<file path="config.mk">
export PLATFORM = sky130hd
export DESIGN_NAME = gray_rect_packetizer
export DESIGN_NICKNAME = d
export VERILOG_FILES = /design/src/sv/grp_pkg.sv /design/src/sv/grp_rpp_div.sv /design/src/sv/grp_front.sv /design/src/sv/grp_fifo.sv /design/src/sv/grp_back.sv /design/src/sv/gray_rect_packetizer.sv
export SDC_FILE = /design/constraint.sdc
export NUM_CORES = 1
export LEC_CHECK = 0
export BUFFER_PORTS_ARGS = -buffer_cell sky130_fd_sc_hd__buf_4
export CAP_MARGIN = 20
export CORE_MARGIN = 2
export CORE_UTILIZATION = 68
export CTS_CLUSTER_DIAMETER = 100
export DETAILED_ROUTE_END_ITERATION = 12
export PLACE_DENSITY = 0.94
export SLEW_MARGIN = 20
export SYNTH_ARGS = -nofsm -noshare
export SYNTH_HDL_FRONTEND = slang
export SYNTH_HIERARCHICAL = 1
export SYNTH_SLANG_ARGS = --single-unit
</file>
<file path="constraint.sdc">
create_clock -name clk -period 7.7 [get_ports clk]
set_input_delay 1.925 -clock clk [delete_from_list [all_inputs] [get_ports clk]]
set_output_delay 1.925 -clock clk [all_outputs]
set_load 0.005 [all_outputs]
</file>
<file path="src/sv/grp_pkg.sv">
// Shared types, constants and helpers for the gray rectangle packetizer.
`timescale 1ns / 1ps
`default_nettype none
package grp_pkg;

  localparam int MAX_PAYLOAD = 1019;
  localparam int DIV_BITS    = 16;
  localparam int DIV_CNT_W   = $clog2(DIV_BITS + 1);
  localparam int RPP_W       = 10;
  localparam int RPP_CAP     = (1 << RPP_W) - 1;

  localparam int QUEUE_DEPTH = 4;
  localparam int QPTR_W      = $clog2(QUEUE_DEPTH);
  localparam int QCNT_W      = $clog2(QUEUE_DEPTH + 1);

  localparam int CFG_IDX_W = 3;
  localparam logic [CFG_IDX_W-1:0] CFG_ORIGIN_X      = 3'd0;
  localparam logic [CFG_IDX_W-1:0] CFG_ORIGIN_Y      = 3'd1;
  localparam logic [CFG_IDX_W-1:0] CFG_RECT_WIDTH    = 3'd2;
  localparam logic [CFG_IDX_W-1:0] CFG_RECT_HEIGHT   = 3'd3;
  localparam logic [CFG_IDX_W-1:0] CFG_DRAW_COMMAND  = 3'd4;
  localparam logic [CFG_IDX_W-1:0] CFG_FLUSH_COMMAND = 3'd5;

  typedef struct packed {
    logic [7:0] red;
    logic [7:0] green;
    logic [7:0] blue;
  } pixel_t;

  typedef struct packed {
    logic [7:0] data_byte;
    logic       packet_end;
    logic       frame_end;
    logic       run_last;
  } result_t;

  typedef struct packed {
    logic [7:0] origin_x;
    logic [7:0] origin_y;
    logic [7:0] rect_width;
    logic [7:0] rect_height;
    logic [7:0] draw_command;
    logic [7:0] flush_command;
  } cfg_t;

  // one classified pixel, as handed from the front to the back
  typedef struct packed {
    logic       hdr;
    logic [7:0] y_byte;
    logic [7:0] rows;
    logic [9:0] sum;
    logic       pkt_end;
    logic       frame_last;
  } qent_t;

  function automatic logic [7:0] eff_dim(input logic [7:0] v);
    return (v == 8'd0) ? 8'd1 : v;
  endfunction

endpackage
`default_nettype wire

</file>
<file path="src/sv/grp_rpp_div.sv">
// Bit-serial divider for rows per packet: MAX_PAYLOAD / width, clamped.
`timescale 1ns / 1ps
`default_nettype none
module grp_rpp_div (
  input  logic                    clk,
  input  logic                    rst,
  input  logic                    restart,
  input  logic [7:0]              width,
  output logic                    busy,
  output logic [grp_pkg::RPP_W-1:0] rpp
);
  import grp_pkg::*;

  logic [DIV_CNT_W-1:0] cnt;
  logic [DIV_BITS-1:0]  dvd;
  logic [7:0]           rem;
  logic [DIV_BITS-1:0]  quo;
  logic [8:0]           rem_sh;
  logic                 fits;
  logic [8:0]           rem_next;
  logic [DIV_BITS-1:0]  quo_next;
  logic [RPP_W-1:0]     rpp_next;

  always_comb begin
    rem_sh   = {rem, dvd[DIV_BITS-1]};
    fits     = rem_sh >= {1'b0, width};
    rem_next = fits ? (rem_sh - {1'b0, width}) : rem_sh;
    quo_next = {quo[DIV_BITS-2:0], fits};
    if (quo_next > DIV_BITS'(RPP_CAP)) begin
      rpp_next = RPP_W'(RPP_CAP);
    end else if (quo_next == '0) begin
      rpp_next = RPP_W'(1);
    end else begin
      rpp_next = quo_next[RPP_W-1:0];
    end
  end

  always_ff @(posedge clk) begin
    if (rst || restart) begin
      busy <= 1'b1;
      cnt  <= DIV_CNT_W'(DIV_BITS);
      dvd  <= DIV_BITS'(MAX_PAYLOAD);
      rem  <= '0;
      quo  <= '0;
    end else if (busy) begin
      dvd <= {dvd[DIV_BITS-2:0], 1'b0};
      rem <= rem_next[7:0];
      quo <= quo_next;
      cnt <= cnt - DIV_CNT_W'(1);
      if (cnt == DIV_CNT_W'(1)) begin
        busy <= 1'b0;
      end
    end
  end

  always_ff @(posedge clk) begin
    if (busy && cnt == DIV_CNT_W'(1) && !restart) begin
      rpp <= rpp_next;
    end
  end

endmodule
`default_nettype wire

</file>
<file path="src/sv/grp_front.sv">
// Front end: raster counters, packet classification and header fields per pixel.
`timescale 1ns / 1ps
`default_nettype none
module grp_front (
  input  logic                      clk,
  input  logic                      rst,
  input  logic                      accept,
  input  grp_pkg::pixel_t           pixel,
  input  grp_pkg::cfg_t             cfg,
  input  logic [grp_pkg::RPP_W-1:0] rpp_new,
  output grp_pkg::qent_t            entry
);
  import grp_pkg::*;

  logic [7:0]       column_count;
  logic [7:0]       row_count;
  logic [RPP_W-1:0] row_in_packet;
  logic [RPP_W-1:0] rows_per_packet;

  logic [7:0]       w;
  logic [7:0]       h;
  logic             frame_start;
  logic             line_start;
  logic [RPP_W-1:0] rpp_use;
  logic [7:0]       left;
  logic             row_end;
  logic             frame_last;
  logic             pkt_end;

  always_comb begin
    w           = eff_dim(cfg.rect_width);
    h           = eff_dim(cfg.rect_height);
    frame_start = (column_count == 8'd0) && (row_count == 8'd0) && (row_in_packet == '0);
    line_start  = (column_count == 8'd0) && (row_in_packet == '0);
    rpp_use     = frame_start ? rpp_new : rows_per_packet;
    left        = (h > row_count) ? (h - row_count) : 8'd1;
    row_end     = ({1'b0, column_count} + 9'd1) >= {1'b0, w};
    frame_last  = row_end && (({1'b0, row_count} + 9'd1) >= {1'b0, h});
    pkt_end     = row_end &&
                  ((({1'b0, row_in_packet} + (RPP_W+1)'(1)) >= {1'b0, rpp_use}) || frame_last);

    entry.hdr        = line_start;
    entry.y_byte     = cfg.origin_y + row_count;
    entry.rows       = ({{(RPP_W-8){1'b0}}, left} < rpp_use) ? left : rpp_use[7:0];
    entry.sum        = {2'b00, pixel.red} + {2'b00, pixel.green} + {2'b00, pixel.blue};
    entry.pkt_end    = pkt_end;
    entry.frame_last = frame_last;
  end

  always_ff @(posedge clk) begin
    if (rst) begin
      column_count    <= '0;
      row_count       <= '0;
      row_in_packet   <= '0;
      rows_per_packet <= RPP_W'(1);
    end else if (accept) begin
      rows_per_packet <= rpp_use;
      if (row_end) begin
        column_count <= '0;
        if (frame_last) begin
          row_count     <= '0;
          row_in_packet <= '0;
        end else begin
          row_count     <= row_count + 8'd1;
          row_in_packet <= pkt_end ? '0 : (row_in_packet + RPP_W'(1));
        end
      end else begin
        column_count <= column_count + 8'd1;
      end
    end
  end

endmodule
`default_nettype wire

</file>
<file path="src/sv/grp_fifo.sv">
// Short queue of classified pixels between front and back.
`timescale 1ns / 1ps
`default_nettype none
module grp_fifo (
  input  logic           clk,
  input  logic           rst,
  input  logic           push,
  input  grp_pkg::qent_t wr,
  input  logic           pop,
  output grp_pkg::qent_t head,
  output logic           full,
  output logic           empty
);
  import grp_pkg::*;

  qent_t             mem [QUEUE_DEPTH];
  logic [QPTR_W-1:0] wr_ptr;
  logic [QPTR_W-1:0] rd_ptr;
  logic [QCNT_W-1:0] count;

  assign full  = (count == QCNT_W'(QUEUE_DEPTH));
  assign empty = (count == '0);
  assign head  = mem[rd_ptr];

  always_ff @(posedge clk) begin
    if (push) begin
      mem[wr_ptr] <= wr;
    end
  end

  always_ff @(posedge clk) begin
    if (rst) begin
      wr_ptr <= '0;
      rd_ptr <= '0;
      count  <= '0;
    end else begin
      if (push) begin
        wr_ptr <= wr_ptr + QPTR_W'(1);
      end
      if (pop) begin
        rd_ptr <= rd_ptr + QPTR_W'(1);
      end
      if (push && !pop) begin
        count <= count + QCNT_W'(1);
      end else if (pop && !push) begin
        count <= count - QCNT_W'(1);
      end
    end
  end

endmodule
`default_nettype wire

</file>
<file path="src/sv/grp_back.sv">
// Back end: walks each queued pixel through header, gray and flush bytes.
`timescale 1ns / 1ps
`default_nettype none
module grp_back (
  input  logic             clk,
  input  logic             rst,
  input  grp_pkg::qent_t   head,
  input  logic             head_valid,
  output logic             pop,
  input  grp_pkg::cfg_t    cfg,
  input  logic             result_stall,
  output logic             result_valid,
  output grp_pkg::result_t result
);
  import grp_pkg::*;

  localparam logic [2:0] PH_DRAW  = 3'd0;
  localparam logic [2:0] PH_X     = 3'd1;
  localparam logic [2:0] PH_Y     = 3'd2;
  localparam logic [2:0] PH_W     = 3'd3;
  localparam logic [2:0] PH_ROWS  = 3'd4;
  localparam logic [2:0] PH_GRAY  = 3'd5;
  localparam logic [2:0] PH_FLUSH = 3'd6;

  logic [2:0]  phase;
  logic [2:0]  cur;
  logic        load;
  logic        last;
  logic [20:0] product;
  logic [7:0]  gray;
  result_t     res_next;

  always_comb begin
    cur     = (phase == PH_DRAW && !head.hdr) ? PH_GRAY : phase;
    load    = head_valid && (!result_valid || !result_stall);
    last    = (cur == PH_GRAY && !head.frame_last) || (cur == PH_FLUSH);
    pop     = load && last;
    // x / 3 == (x * 683) >> 11 for x below 2048
    product = {11'd0, head.sum} * 21'd683;
    gray    = product[18:11];

    res_next = '0;
    unique case (cur)
      PH_DRAW:  res_next.data_byte = cfg.draw_command;
      PH_X:     res_next.data_byte = cfg.origin_x;
      PH_Y:     res_next.data_byte = head.y_byte;
      PH_W:     res_next.data_byte = eff_dim(cfg.rect_width);
      PH_ROWS:  res_next.data_byte = head.rows;
      PH_GRAY: begin
        res_next.data_byte  = gray;
        res_next.packet_end = head.pkt_end;
        res_next.run_last   = !head.frame_last;
      end
      PH_FLUSH: begin
        res_next.data_byte  = cfg.flush_command;
        res_next.packet_end = 1'b1;
        res_next.frame_end  = 1'b1;
        res_next.run_last   = 1'b1;
      end
      default:  res_next = '0;
    endcase
  end

  always_ff @(posedge clk) begin
    if (rst) begin
      phase        <= PH_DRAW;
      result_valid <= 1'b0;
    end else if (load) begin
      phase        <= last ? PH_DRAW : (cur + 3'd1);
      result_valid <= 1'b1;
    end else if (!result_stall) begin
      result_valid <= 1'b0;
    end
  end

  always_ff @(posedge clk) begin
    if (load) begin
      result <= res_next;
    end
  end

endmodule
`default_nettype wire

</file>
<file path="src/sv/gray_rect_packetizer.sv">
// Gray rectangle packetizer: pixels in, packet byte stream out.
// A taken pixel is written into the queue, then its result bytes are registered in the back end.
// Throughput: one result byte per cycle while result_stall is low; a pixel that opens
// a packet yields six bytes, others one, and closing the frame adds the flush byte.
// After reset and after each width write, pixels stall while the divider computes rows per packet.
// Reset is synchronous: counters and queue clear, registers take their reset values.
`timescale 1ns / 1ps
`default_nettype none
module gray_rect_packetizer (
  input  logic                          clk,
  input  logic                          rst,
  input  logic                          pixel_valid,
  output logic                          pixel_stall,
  input  grp_pkg::pixel_t               pixel,
  output logic                          result_valid,
  input  logic                          result_stall,
  output grp_pkg::result_t              result,
  input  logic                          cfg_valid,
  output logic                          cfg_ready,
  input  logic [grp_pkg::CFG_IDX_W-1:0] cfg_index,
  input  logic [7:0]                    cfg_data
);
  import grp_pkg::*;

  cfg_t             cfg;
  logic             cfg_write;
  logic             div_busy;
  logic [RPP_W-1:0] rpp_new;
  logic             accept;
  qent_t            entry;
  qent_t            head;
  logic             fifo_full;
  logic             fifo_empty;
  logic             pop;

  assign cfg_ready   = 1'b1;
  assign cfg_write   = cfg_valid && cfg_ready;
  assign pixel_stall = div_busy || fifo_full;
  assign accept      = pixel_valid && !pixel_stall;

  always_ff @(posedge clk) begin
    if (rst) begin
      cfg.origin_x      <= 8'd0;
      cfg.origin_y      <= 8'd0;
      cfg.rect_width    <= 8'd1;
      cfg.rect_height   <= 8'd1;
      cfg.draw_command  <= 8'd0;
      cfg.flush_command <= 8'd0;
    end else if (cfg_write) begin
      unique case (cfg_index)
        CFG_ORIGIN_X:      cfg.origin_x      <= cfg_data;
        CFG_ORIGIN_Y:      cfg.origin_y      <= cfg_data;
        CFG_RECT_WIDTH:    cfg.rect_width    <= cfg_data;
        CFG_RECT_HEIGHT:   cfg.rect_height   <= cfg_data;
        CFG_DRAW_COMMAND:  cfg.draw_command  <= cfg_data;
        CFG_FLUSH_COMMAND: cfg.flush_command <= cfg_data;
        default: ;
      endcase
    end
  end

  grp_rpp_div u_div (
    .clk     (clk),
    .rst     (rst),
    .restart (cfg_write && cfg_index == CFG_RECT_WIDTH),
    .width   (eff_dim(cfg.rect_width)),
    .busy    (div_busy),
    .rpp     (rpp_new)
  );

  grp_front u_front (
    .clk     (clk),
    .rst     (rst),
    .accept  (accept),
    .pixel   (pixel),
    .cfg     (cfg),
    .rpp_new (rpp_new),
    .entry   (entry)
  );

  grp_fifo u_fifo (
    .clk   (clk),
    .rst   (rst),
    .push  (accept),
    .wr    (entry),
    .pop   (pop),
    .head  (head),
    .full  (fifo_full),
    .empty (fifo_empty)
  );

  grp_back u_back (
    .clk          (clk),
    .rst          (rst),
    .head         (head),
    .head_valid   (!fifo_empty),
    .pop          (pop),
    .cfg          (cfg),
    .result_stall (result_stall),
    .result_valid (result_valid),
    .result       (result)
  );

  a_div_blocks_pixels: assert property (@(posedge clk) disable iff (rst)
    div_busy |-> pixel_stall)
    else $error("pixel request taken while rows per packet is being computed");

  a_rpp_nonzero: assert property (@(posedge clk) disable iff (rst)
    !div_busy |-> (rpp_new != '0))
    else $error("rows per packet is zero");

  a_frame_end_closes: assert property (@(posedge clk) disable iff (rst)
    (result_valid && result.frame_end) |-> (result.packet_end && result.run_last))
    else $error("frame end byte does not close packet and request");

  a_pop_needs_data: assert property (@(posedge clk) disable iff (rst)
    pop |-> !fifo_empty)
    else $error("queue popped while empty");

endmodule
`default_nettype wire
</file>
Word-level counts from Yosys, hierarchy flattened. Memory sizes are Yosys's and may differ from the RTL's. A register that Yosys moved wholly into a read port is not among the register bits. Cells that the tools add are included.

Register bits after elaboration: 161. Logic and storage cells: 141. Memories kept: 1. Bits of input ports: 40. RAM bits: 116.

Memory list: u_fifo.mem (words 4, width 29, read ports 1, clocked after Yosys merged registers in 1, write ports 1, line grp_fifo.sv:16) `qent_t mem [QUEUE_DEPTH];`.

Eq/ne operators: 14. Mux-type cells: 27. $add $sub $neg: 17. Magnitude comparators: 7. Reduce and logical (&&, ||, !) cells: 48. Multiply operators: 1.

Operator list (count): $mux 8 (7); $pmux 8 s7 (1); $mux 10 (4); $logic_not 8->1 (4); $ge 9x8->1 (3); $mul 10x10->19 const B (1); $add 8x1->9 const B (2); $eq 3x3->1 const B (6); $add 8x1->8 const B (2); $gt 16x10->1 const B (1); $logic_not 16->1 (1); $sub 8x8->8 (2); $logic_and 1x1->1 (15); $reduce_and 2->1 (7); $eq 3x2->1 const B (4); $logic_not 3->1 (4); $mux 3 (4); $add 10x1->11 const B (1); $ge 11x10->1 (1); $add 10x1->10 const B (1); $add 10x8->10 (1); $logic_not 10->1 (1); $lt 8x10->1 (1); $add 8x8->9 (1); 16 further kinds (39).

Longest topological paths before layout.
Depth after elaboration: 10. Mapped depth: 20. Mapped depth without buffers: 19.

Modules after synthesis. Netlist, hierarchy kept.

Modules (own cells, without submodules): grp_fifo (instances 1, area an instance 4621.9 µm², cells an instance 195); grp_front (instances 1, area an instance 4156.5 µm², cells an instance 518); grp_back (instances 1, area an instance 2786.4 µm², cells an instance 305); grp_rpp_div (instances 1, area an instance 2606.2 µm², cells an instance 265); gray_rect_packetizer (instances 1, area an instance 1996.9 µm², cells an instance 189).

Worst setup path after synthesis. OpenSTA, ideal clock, no wires.

Path kind: register -> register. Start point: register with a tool-made name. End point: register, netlist name u_back/result[9]. Clock period less this slack: 4997 ps. Required time: 7441 ps. Setup time: 259 ps. Arrival: 4738 ps. Cell stages (with the launch flop): 18. Path buffers: 1. Setup slack: 2703 ps. Cells stage by stage: dfxtp_1 > buf_4 > mux4_2 > ha_1 > ha_1 > inv_1 > fa_1 > inv_1 > fa_1 > inv_1 > fa_1 > inv_1 > ha_1 > a21oi_1 > or2b_1 > nor4_4 > o21bai_1 > a211o_1.

==> metrics list <==
* Antenna diode count: 0
- FP Rows: 56
* Number of port buffers: 52
* Reported net switching power: 1.565 mW
- The final critical path takes up 72.46% of the cycle.
- In this run, synthesis inferred 137 flip-flops with an integrated enable.
- The tree built by TritonCTS fans out to 279 sinks.
* Count of max-cap constraint violations: 0
- Nets in the synthesized netlist: 1,681
* Synth Area in XOR/XNOR: 2.871%
- The worst setup path is captured at a register.
- The worst hold path was traced through 2 stages.
- The synthesized design contains 279 register bits.
- Grt ovf: 0
- The worst-case IR drop observed on VDD is 208.6 uV.
- Overall die width: 158.2 um
- Simple-gate share of the synthesized area: 13.30%
* Height of the die: 158.2 um
* End of the worst register-to-register path: u_back/result[5]
- R2R depth: 17
- Synthesized-area fraction occupied by ao, oa, aoi and oai cells: 9.882%
* Cell types with the largest area share after synthesis: sky130_fd_sc_hd__edfxtp_1 25%, sky130_fd_sc_hd__dfxtp_1 18%, sky130_fd_sc_hd__ha_1 10%, sky130_fd_sc_hd__mux2i_1 6.1%, sky130_fd_sc_hd__fa_1 4.2%
- In the final routing, the length of wire on met1 measures 14,940 um.
- Die Area: 25,030 um^2
- Routability-driven placement finished with a final weighted congestion of 0.9366.
- Entering global routing, the biggest net connects 84 pins.
- The worst path needs 5.579 ns of the cycle, external delays included.
- Setup repair after global routing missed its margin: no
- Mean number of vias per cell: 6.501
- Between clock sinks in the finished design, the worst skew comes to 0.01401 ns.
* Routed wire length per instance: 21.28 um
- Number of vias after detailed routing: 11,910
* Distinct cells, synth: 95
* Share of cells above drive strength 1: 11.70%
- Number of clock buffers inserted by TritonCTS: 28
- Across every metal layer, demand over resource in global routing totals 31.50%.
- Number of ports placed on the die boundary: 54
* Switching Fraction: 33.53%
- From synthesis to final layout, the design area changed by 8.497%.
- For this design, the CTS-stage hold fixing added 0 buffers.
* Class of the worst hold path: register to register
- Cell count after synthesis: 1,472
- sky130_fd_sc_hd__edfxtp_1 takes more of the synthesized area than any other cell.
- In this run the number of H-tree levels came out at 1.
- TritonCTS built the clock tree.
- Instance area at placement: 16,650 um^2
- After the first detailed-routing iteration, the DRC count stood at 1,501.
- The path with the worst hold slack has its endpoint at u_div/dvd[4].
- The first TritonRoute pass finished after 6 iterations.
- Most frequently used flop master after synthesis: sky130_fd_sc_hd__dfxtp_1
* Hold path startpoint: u_div/dvd[4]
- Maximum count of clock buffers along a single path: 3
* CP Class: register to register
- Critical Path Fanout Max: 16
- Sequential cells burn 38.0% of the power.
* First-pass GRT wire length: 61,410 um
- Run status: finished clean
* Final max-slew violation count: 0
- Headroom to the max-slew limit came out at 37.81%.
- During synthesis, Yosys emitted a total of 6 warnings.
- Setup violations remaining at the end of the flow were counted as 0.
* Post-Synthesis Cell Area: 16,170 um^2
- Kind of start point of the critical path: register
- Core ar.: 23,400 um^2
- Fin. Hold Viols: 0
- Each instance of the synthesized netlist takes up on average 10.98 um^2.
- Top layer used by detailed routing: met4
- Clock Root Buffer: sky130_fd_sc_hd__clkbuf_16
* Starting density of the core: 69.09%
* Internal power consumption: 3.102 mW
- After synthesis, the largest family of logic cells by area is adder cells.
- The share of synthesized area in the top cell type comes to 25.44%.
- At the worst endpoint, the required time is 7.97 ns.
* Pwr dens: 266.1 nW/um^2
- HPWL Detailed: 25,920 um
- Of the total synthesized cell area, the portion taken by full adders, half adders and majority gates is 14.66%.
- Initial antenna violation count: 0
* Number of nets with antenna violations after routing: 0
* LEAKAGE: 7.423 nW
- CP arrival: 5.85 ns
* Highest clock rate: 179.2 MHz
- Final Net Count: 1,700
- Total negative slack for setup checks: 0 ns
- At the pin with the least slew margin, the transition time is 0.9329 ns.
* Via count of the first global-routing pass: 11,680
* Worst-path clk slew: 0.06 ns
- Post-synthesis async set-or-reset flop share: 0%
- The portion of synthesized area spent on multiplexers is 10.70%.
* Post-detailed-routing wire length: 38,980 um
- In this run, the clock network consumes 28.3% of the power.
- Worst skew pair latency: 0.55 ns
- Post-CTS timing repair inserted 0 buffers for setup.
- Amount of wire on met2 after detailed routing: 18,980 um
- Setup slack on the worst flop-to-flop path: 2.12 ns
- After filler insertion, the fill cell instance count of the layout stands at 1,422.
- Combinational cells account for 33.7% of the total power.
* Cts repair resizes: 0
* Post-route cell area: 17,540 um^2
- After detailed routing, the met3 layer carries 3223 um of wire.
- In the routed design, unresolved DRC markers number 0.
- Sequential elements use 43.03% of the synthesized area.
critical path, cell delays in order, from the launching register on:
cell	delay (ns)
sky130_fd_sc_hd__dfxtp_2	0.69
sky130_fd_sc_hd__mux4_1	0.75
sky130_fd_sc_hd__ha_1	0.27
sky130_fd_sc_hd__ha_1	0.27
sky130_fd_sc_hd__inv_1	0.05
sky130_fd_sc_hd__fa_1	0.54
sky130_fd_sc_hd__inv_1	0.06
sky130_fd_sc_hd__fa_1	0.50
sky130_fd_sc_hd__inv_1	0.05
sky130_fd_sc_hd__fa_1	0.50
sky130_fd_sc_hd__inv_1	0.04
sky130_fd_sc_hd__ha_1	0.31
sky130_fd_sc_hd__a21oi_1	0.28
sky130_fd_sc_hd__nor2_1	0.11
sky130_fd_sc_hd__a2111oi_0	0.40
sky130_fd_sc_hd__o221ai_1	0.21
sky130_fd_sc_hd__xnor2_1	0.16
sky130_fd_sc_hd__o211ai_1	0.10
flip-flops by register name, summed over array words and instances, names as in the netlist, 3 cells and up, named ones only:
register                 cells
u_fifo/count                 3
u_div/cnt                    5
u_div/rem                    8
u_front/row_count            8
u_div/quo                   15
cfg                         48
u_front/rows_per_packet     10
u_front/column_count         8
u_div/dvd                   16
u_fifo/mem                 116
u_front/row_in_packet       10
u_back/result               11
u_back/phase                 3
u_div/rpp                   10
stage by stage:
step	util (%)	hold slack, ns	total power, mW	instances	worst slack [ns]
2_1_floorplan	-	0.4216	2.964	1472	2.703
3_3_place_gp	71.13	0.4299	3.244	1780	2.281
3_5_place_dp	71.13	0.4407	3.330	1780	2.111
4_1_cts	74.96	0.4797	4.650	1832	2.081
5_1_grt	74.96	0.4937	4.903	1832	1.728
6_report	74.96	0.4765	4.667	1832	2.121
logic make-up after synthesis:
kind of cell,after synthesis
AO/OA/AOI/OAI,233
XOR/XNOR,53
adder cells (fa/ha/maj),169
buffers and inverters,203
flip-flops,279
multiplexers,135
other,1
AND/OR/NAND/NOR,399
cell type report:
type                    instances  area, um^2  share of cell area (%)
clock buffers                  40       818.3                   4.665
clock inverters                12       77.57                  0.4422
inverters                     127       476.7                   2.718
multi-input cells             990        8323                   47.45
flip-flops and latches        279        6959                   39.67
well taps                     319       399.1                   2.275
repair buffers                 65       488.0                   2.782
Yosys cell counts, types with 14 or more instances:
cell type                  instances
sky130_fd_sc_hd__ha_1            135
sky130_fd_sc_hd__xor2_1           15
sky130_fd_sc_hd__nand4_1          14
sky130_fd_sc_hd__fa_1             34
sky130_fd_sc_hd__dfxtp_1         142
sky130_fd_sc_hd__xnor2_1          38
sky130_fd_sc_hd__nand2_1          54
sky130_fd_sc_hd__buf_2            14
sky130_fd_sc_hd__nand2b_1         69
sky130_fd_sc_hd__nor3_1           27
sky130_fd_sc_hd__o21ai_0          36
sky130_fd_sc_hd__a211oi_1         17
sky130_fd_sc_hd__nor2b_1          16
sky130_fd_sc_hd__nand3_1          35
sky130_fd_sc_hd__edfxtp_1        137
sky130_fd_sc_hd__clkbuf_1         45
sky130_fd_sc_hd__inv_1           125
sky130_fd_sc_hd__a21oi_1          55
sky130_fd_sc_hd__nor2_1          101
sky130_fd_sc_hd__mux4_2           28
sky130_fd_sc_hd__mux2i_1          99
layer usage:
layer  vias up  track usage [%]
li1       5323                -
met1      5717            38.88
met2       695            53.87
met3       175            6.460
met4         0            13.56
met5         -                0
power groups by stage:
stage	sequential (mW)	clock (mW)	combinational (mW)
after floorplan	1.76	0	1.20
after global placement	1.80	0	1.45
after detailed placement	1.80	0	1.53
after CTS	1.77	1.33	1.55
after global routing	1.79	1.39	1.73
final	1.77	1.32	1.57
how the worst max path moves through the flow:
stage	startpoint	endpoint	slack, ns	depth (start not counted)
6_report	register	u_back/result[5]	2.12	17
3_5_place_dp	register	u_back/result[5]	2.11	17
4_1_cts	register	u_back/result[5]	2.08	17
2_1_floorplan	register	u_back/result[9]	2.70	17
5_1_grt	register	u_back/result[5]	1.73	17
3_3_place_gp	register	u_back/result[5]	2.28	17
layout by cell type, fill, tap and decap left out, drive strengths merged, types with 14 or more instances in the layout:
cell type  Yosys  final
a211oi        18     18
a21oi         57     57
buf           29     65
clkbuf        47     40
dfxtp        142    142
edfxtp       137    137
fa            34     34
ha           135    135
inv          126    129
mux2i         99     99
mux4          29     29
nand2         54     54
nand2b        69     69
nand3         35     35
nand4         14     14
nor2         102    102
nor2b         17     17
nor3          28     28
o21ai         46     46
xnor2         38     38
xor2          15     15
No activity file was read; power rests on OpenSTA's default activity.
